**src/rtl/fml_pkg.sv**
```systemverilog
// ----------------------------------------------------------------------------
// fml_pkg: shared types and constants of the fringe minimum locator
// Sequencer states, the shared multiplier request and status, the Cramer
// micro-operation table and the matrix layouts of the three determinants.
// ----------------------------------------------------------------------------
`default_nettype none

package fml_pkg;

    localparam int PROD_W = 128;
    localparam int SUM_W  = 64;
    localparam int LOWC_W = 10;

    localparam logic [LOWC_W-1:0] LOWC_MAX = '1;
    localparam logic [63:0]       MAG_LIM  = 64'd17592186044416;

    // Register indexes of the configuration port.
    localparam logic [1:0] REG_HIGH   = 2'd0;
    localparam logic [1:0] REG_LOW    = 2'd1;
    localparam logic [1:0] REG_MINRUN = 2'd2;

    // Matrix layouts, m8 in the top bits down to m0 in the low bits; each
    // entry names a snapshot sum.
    localparam logic [26:0] MAT_D  = {3'd0, 3'd1, 3'd2, 3'd1, 3'd2, 3'd3, 3'd2, 3'd3, 3'd4};
    localparam logic [26:0] MAT_DA = {3'd0, 3'd1, 3'd5, 3'd1, 3'd2, 3'd6, 3'd2, 3'd3, 3'd7};
    localparam logic [26:0] MAT_DB = {3'd0, 3'd5, 3'd2, 3'd1, 3'd6, 3'd3, 3'd2, 3'd7, 3'd4};

    typedef enum logic [3:0] {
        S_IDLE,
        S_ACC_MUL,
        S_FIT_LA,
        S_FIT_LB,
        S_FIT_MUL,
        S_CHK,
        S_DIV,
        S_CLAMP,
        S_FRAC,
        S_FIN,
        S_OUT
    } t_state;

    typedef enum logic [2:0] {
        OP_T_LOAD,
        OP_T_SUB,
        OP_ACC_LOAD,
        OP_ACC_SUB,
        OP_ACC_ADD
    } t_op;

    typedef struct packed {
        logic       a_is_t;
        logic [3:0] a_pos;
        logic [3:0] b_pos;
        t_op        op;
    } t_uop;

    typedef struct packed {
        logic              start;
        logic [PROD_W-1:0] a;
        logic [SUM_W-1:0]  b;
    } t_mul_req;

    typedef struct packed {
        logic              busy;
        logic              done;
        logic [PROD_W-1:0] prod;
    } t_mul_sts;

    // One cofactor expansion along the first row, nine multiplies per matrix.
    function automatic t_uop fml_uop(input logic [3:0] ph);
        t_uop u;
        case (ph)
            4'd0:    u = '{1'b0, 4'd4, 4'd8, OP_T_LOAD};
            4'd1:    u = '{1'b0, 4'd5, 4'd7, OP_T_SUB};
            4'd2:    u = '{1'b1, 4'd0, 4'd0, OP_ACC_LOAD};
            4'd3:    u = '{1'b0, 4'd3, 4'd8, OP_T_LOAD};
            4'd4:    u = '{1'b0, 4'd5, 4'd6, OP_T_SUB};
            4'd5:    u = '{1'b1, 4'd0, 4'd1, OP_ACC_SUB};
            4'd6:    u = '{1'b0, 4'd3, 4'd7, OP_T_LOAD};
            4'd7:    u = '{1'b0, 4'd4, 4'd6, OP_T_SUB};
            default: u = '{1'b1, 4'd0, 4'd2, OP_ACC_ADD};
        endcase
        return u;
    endfunction

    function automatic logic [2:0] fml_mat(input logic [1:0] det, input logic [3:0] pos);
        logic [26:0] m;
        case (det)
            2'd0:    m = MAT_D;
            2'd1:    m = MAT_DA;
            default: m = MAT_DB;
        endcase
        return m[pos*3 +: 3];
    endfunction

    // Sum that takes the product of each accumulate multiply.
    function automatic logic [2:0] fml_acc_tgt(input logic [2:0] k);
        logic [2:0] t;
        case (k)
            3'd0:    t = 3'd2;
            3'd1:    t = 3'd3;
            3'd2:    t = 3'd4;
            3'd3:    t = 3'd6;
            default: t = 3'd7;
        endcase
        return t;
    endfunction

endpackage

`default_nettype wire

```
**src/rtl/fml_mul.sv**
```systemverilog
// ----------------------------------------------------------------------------
// fml_mul: shared shift-add multiplier
// Multiplies a 128-bit two's complement operand by a 64-bit unsigned one,
// one multiplier bit a cycle, stopping once the remaining bits are zero.
// ----------------------------------------------------------------------------
`default_nettype none

module fml_mul
    import fml_pkg::*;
(
    input  logic     i_clk,
    input  logic     i_rst_n,
    input  t_mul_req i_req,
    output t_mul_sts o_sts
);

    logic              r_busy;
    logic [PROD_W-1:0] r_ma;
    logic [SUM_W-1:0]  r_mb;
    logic [PROD_W-1:0] r_prod;

    always_ff @(posedge i_clk) begin
        if (!i_rst_n) begin
            r_busy <= 1'b0;
        end else if (i_req.start) begin
            r_busy <= 1'b1;
        end else if (r_busy && (r_mb == '0)) begin
            r_busy <= 1'b0;
        end
    end

    always_ff @(posedge i_clk) begin
        if (i_req.start) begin
            r_ma   <= i_req.a;
            r_mb   <= i_req.b;
            r_prod <= '0;
        end else if (r_busy && (r_mb != '0)) begin
            if (r_mb[0]) begin
                r_prod <= r_prod + r_ma;
            end
            r_ma <= {r_ma[PROD_W-2:0], 1'b0};
            r_mb <= {1'b0, r_mb[SUM_W-1:1]};
        end
    end

    assign o_sts = '{busy: r_busy, done: r_busy && (r_mb == '0), prod: r_prod};

endmodule

`default_nettype wire
```
**config.mk**
```make
export PLATFORM = sky130hd
export DESIGN_NAME = fml_mul
export DESIGN_NICKNAME = d
export VERILOG_FILES = /design/src/rtl/fml_pkg.sv /design/src/rtl/fml_mul.sv
export SDC_FILE = /design/constraint.sdc
export NUM_CORES = 1
export LEC_CHECK = 0
export BUFFER_PORTS_ARGS = -buffer_cell sky130_fd_sc_hd__clkbuf_2
export CORE_MARGIN = 4
export CORE_UTILIZATION = 46
export CTS_CLUSTER_DIAMETER = 100
export DETAILED_ROUTE_END_ITERATION = 8
export PLACE_DENSITY = 0.76
export SLEW_MARGIN = 15
export SYNTH_ARGS = -nofsm -noshare
export SYNTH_HDL_FRONTEND = slang
export SYNTH_SLANG_ARGS = --single-unit
```
**constraint.sdc**
```tcl
create_clock -name i_clk -period 10.65 [get_ports i_clk]
set_clock_uncertainty 0.05 [all_clocks]
set_input_delay 1.5975 -clock i_clk [delete_from_list [all_inputs] [get_ports i_clk]]
set_output_delay 1.5975 -clock i_clk [all_outputs]
set_load 0.005 [all_outputs]
```
# --- Word-level counts from Yosys, hierarchy flattened ---
# Index checks and enable logic that the tools add are counted.
totals:
  regBits: 321
  in_bits: 195
  output_inout_bits: 130
op_classes:
  muxes: 6
  reduce_logical: 7
  n_addsub: 1
ops:
  columns: ["op", "count"]
  rows:
  - ["128-bit 2-to-1 mux", 2]
  - ["128-bit adder", 1]
  - ["64-bit 2-to-1 mux", 2]
  - ["64-bit logical NOT", 1]
  - ["64-bit nonzero test", 1]
  - ["2-bit nonzero test", 2]
  - ["1-bit logical AND", 2]
  - ["1-bit 2-to-1 mux", 2]
  - ["2-bit AND reduction", 1]

# --- Depth between registers and ports, before layout ---
logic_depth:
  depth_word: 4
  mapped_depth: 14
  mapped_depth_nobuf: 14

# --- Worst setup path before layout ---
# Ideal clock, no wire load.
synth_timing:
  path_type: "input-to-reg"
  start: "in i_req[192] in the netlist's numbering"
  end: "reg r_ma[0], enable pin"
  setup_slack_ns: 5.673
  stages: 3
  setup_ns: 0.473
  arrival_time_ns: 4.454
  path_cell_list: "clkbuf_1 clkbuf_1 or2_2"
synth_between:
  elab_chain_len: 1
synth_rtl:
  columns: ["element", "line_no", "source"]
  rows:
  - ["from (decl)", "fml_mul.sv:13", "input t_mul_req i_req,"]
  - ["2-bit nonzero test (no source line)", null, null]
  - ["to (signal assigned)", "fml_mul.sv:34", "r_ma <= i_req.a;"]
  - ["to (signal assigned)", "fml_mul.sv:41", "r_ma <= {r_ma[PROD_W-2:0], 1'b0};"]
  - ["to (decl)", "fml_mul.sv:18", "logic [PROD_W-1:0] r_ma;"]
# No other way between the ends.
# A chain may end at the register's enable or synchronous reset.

# --- Worst setup path in the final report ---
layout_timing:
  start: "reg r_ma[0]"
  end: "reg r_prod[122]"
layout_between:
  elab_chain_len: 1
layout_rtl:
  columns: ["element", "line_no", "source"]
  rows:
  - ["128-bit adder", "fml_mul.sv:39", "r_prod <= r_prod + r_ma;"]
  - ["to (signal assigned)", "fml_mul.sv:39", null]
  - ["to (decl)", "fml_mul.sv:20", "logic [PROD_W-1:0] r_prod;"]
# No other way between the ends.

==> flow_summary.json <==
{
  "synthCells": 2270,
  "place_hpwl_um": 48400,
  "antenna-diode-count": 0,
  "synthFlopType": "edfxtp_1",
  "path_class": "reg -> reg",
  "final_antenna_net_count": 0,
  "worst-path-buf-inv": 0,
  "synth_area_per_cell_um2": 9.28,
  "drc": 0,
  "async_flop_share_pct": 0,
  "synth.most_common_cell": "nand2_1",
  "path_clk_slew_ps": 60,
  "core_mm2": 0.0453,
  "grt_pass1_wl_um": 99700,
  "p_total_mw": 3.88,
  "period_share_pct": 41.3,
  "critical-path-top-delay-family": "compound AO/OA/AOI/OAI gates",
  "cts_resized": 0,
  "viasPerCell": 5.93,
  "die_h_um": 222,
  "cpPeakStageDelay_ps": 480,
  "ys_seq_area_share_pct": 39.6,
  "synth_cell_types": 80,
  "std_cell_rows": 78,
  "grt_setup_unrepaired": "no",
  "cts_tree": "yes",
  "max-slew-margin-rel_pct": 33.1,
  "antenna_found_initial": 0,
  "port_buffers": 324,
  "max_freq_mhz": 227,
  "route.detailed.wl_per_inst_um": 20.4,
  "synth_edf_count": 192,
  "slowest_stage": "a211oi_2",
  "syn_nets": 2593,
  "clkSinkCount": 321,
  "grt_util_all_layers_pct": 24.7,
  "routed_wl_um": 64000,
  "timing.max_cap.violations": 0,
  "syn_to_final_growth_pct": 15.1,
  "firstDrtPassIters": 6,
  "period_minus_slack_ps": 4400,
  "nNetsFinal": 2825,
  "cts_hold_buf": 0,
  "worst_slew_pin_slew_ps": 1000,
  "overflow": 0,
  "gp_congestion": 0.964,
  "min_path_type": "reg -> reg",
  "crit_chain": "ha_1 -> fa_1 -> a211oi_1 -> o21ai_1 -> a221oi_2 -> o21ai_0 -> a211oi_2 -> nor3_1 -> a21oi_1 -> o31ai_1 -> a21boi_1 -> o221ai_1 -> xor2_1 -> a22o_1",
  "numCtsBuffers": 38,
  "htree_levels": 2,
  "worstPathRequired_ps": 11060,
  "netlist.area_leader.share_pct": 27.4,
  "worstPathArrival_ps": 4810,
  "synth_common_cells": "nand2_1 (301), a21oi_1 (279), edfxtp_1 (192)",
  "crit_path_end_kind": "flip-flop",
  "die_x_um": 222,
  "io_pins": 325,
  "fillCellCount": 4149,
  "start_kind": "flip-flop",
  "tns_ps": 0,
  "cts_setup_buffers": 0,
  "power.density_mw_per_mm2": 160,
  "initial_utilization_pct": 46.5,
  "cts_buffer_depth": 3,
  "drv_slew": 0,
  "fp.dieArea_mm2": 0.0493,
  "yosysWarningCount": 0,
  "syn_area_mm2": 0.0211,
  "synth_area_leaders": "edfxtp_1 (27%), dfxtp_1 (12%), mux2_2 (10%)",
  "p_leak_nw": 10.1,
  "yosysTopAreaCell": "edfxtp_1",
  "drt_iter0_drc": 1406,
  "drive_above_1_share_pct": 23.9,
  "status": "finished, final reports clean",
  "vias": 18563,
  "hold_viol_final": 0,
  "ys_ff_latch": 321,
  "crit_fanout": 4,
  "grt_max_degree": 90,
  "vdd_drop_max_mv": 0.130,
  "setup-violations-final": 0,
  "clkLatencyLatePin_ps": 590,
  "root_buffer": "clkbuf_16",
  "grt_pass1_vias": 18162
}
-- final timing paths --
kind         slack (ps)         from           to  cells past startpoint
min                 420  r_prod[124]  r_prod[124]                      2
max                6250      r_ma[0]  r_prod[122]                     14
max reg2reg        6250      r_ma[0]  r_prod[122]                     14
min reg2reg         420  r_prod[124]  r_prod[124]                      2
-- sequential cells by signal, summed over array words and instances (netlist names) --
register and cells:
r_busy 1, r_ma 128, r_mb 64, r_prod 128
-- worst reg2reg max path, delay by kind of cell (launching register included) --
family / cells / cell delay [ps]
AO/OA/AOI/OAI: 10 / 2860
XOR/XNOR: 1 / 160
adder cells (fa/ha/maj): 2 / 680
flip-flops: 1 / 390
AND/OR/NAND/NOR: 1 / 130
-- logic make-up (layout without fill, tap and decap cells) --
| group | after synthesis | in the layout | share of synthesized area [%] |
|---|---|---|---|
| AO/OA/AOI/OAI | 676 | 676 | 19.7 |
| XOR/XNOR | 108 | 108 | 4.49 |
| adder cells (fa/ha/maj) | 128 | 128 | 7.64 |
| buffers and inverters | 192 | 453 | 3.73 |
| flip-flops | 321 | 321 | 39.6 |
| multiplexers | 192 | 192 | 10.3 |
| AND/OR/NAND/NOR | 653 | 653 | 14.5 |
-- per-layer routing --
metal | routed length, um | vias up | global-route usage (%)
met5 | 0 | - | 0
met4 | 1740 | 0 | 6.52
met3 | 4910 | 122 | 4.96
met2 | 30200 | 721 | 41.5
met1 | 27200 | 8858 | 32.8
li1 | - | 8862 | -
-- cells in the final DEF, fill, tap and decap left out, drive strengths merged, types with 58 or more instances in the layout --
cell type  count
a21o          80
a21oi        280
clkbuf       380
dfxtp        129
edfxtp       192
ha           127
mux2         191
nand2        301
nand4         78
nor2         119
o21ai        135
xnor2         58
-- through the flow --
step	std cells	area [um^2]	hold slack (ps)	util [%]	worst slack, ps
after floorplan	2270	21100	409	-	5670
after global placement	3061	22900	407	50.6	6390
after detailed placement	3061	22900	412	50.6	6290
after CTS	3130	24200	421	53.5	6240
after global routing	3131	24200	443	53.5	5930
final	3131	24200	416	53.5	6250
-- cell type report --
cell class	instances	area, um^2	share of cell area (%)
Multi-Input combinational cell	1757	11900	49.3
Clock buffer	57	1060	4.38
Tap cell	600	751	3.10
Inverter	50	188	0.774
Timing Repair Buffer	334	1730	7.12
Sequential cell	321	8350	34.4
Clock inverter	12	218	0.898
-- power by group --
| group | switching (mW) | total [mW] | internal [mW] |
|---|---|---|---|
| Combinational | 0.600 | 0.995 | 0.395 |
| Clock | 0.562 | 1.34 | 0.776 |
| Sequential | 0.0906 | 1.55 | 1.46 |
(Power assumes the default switching activity.)
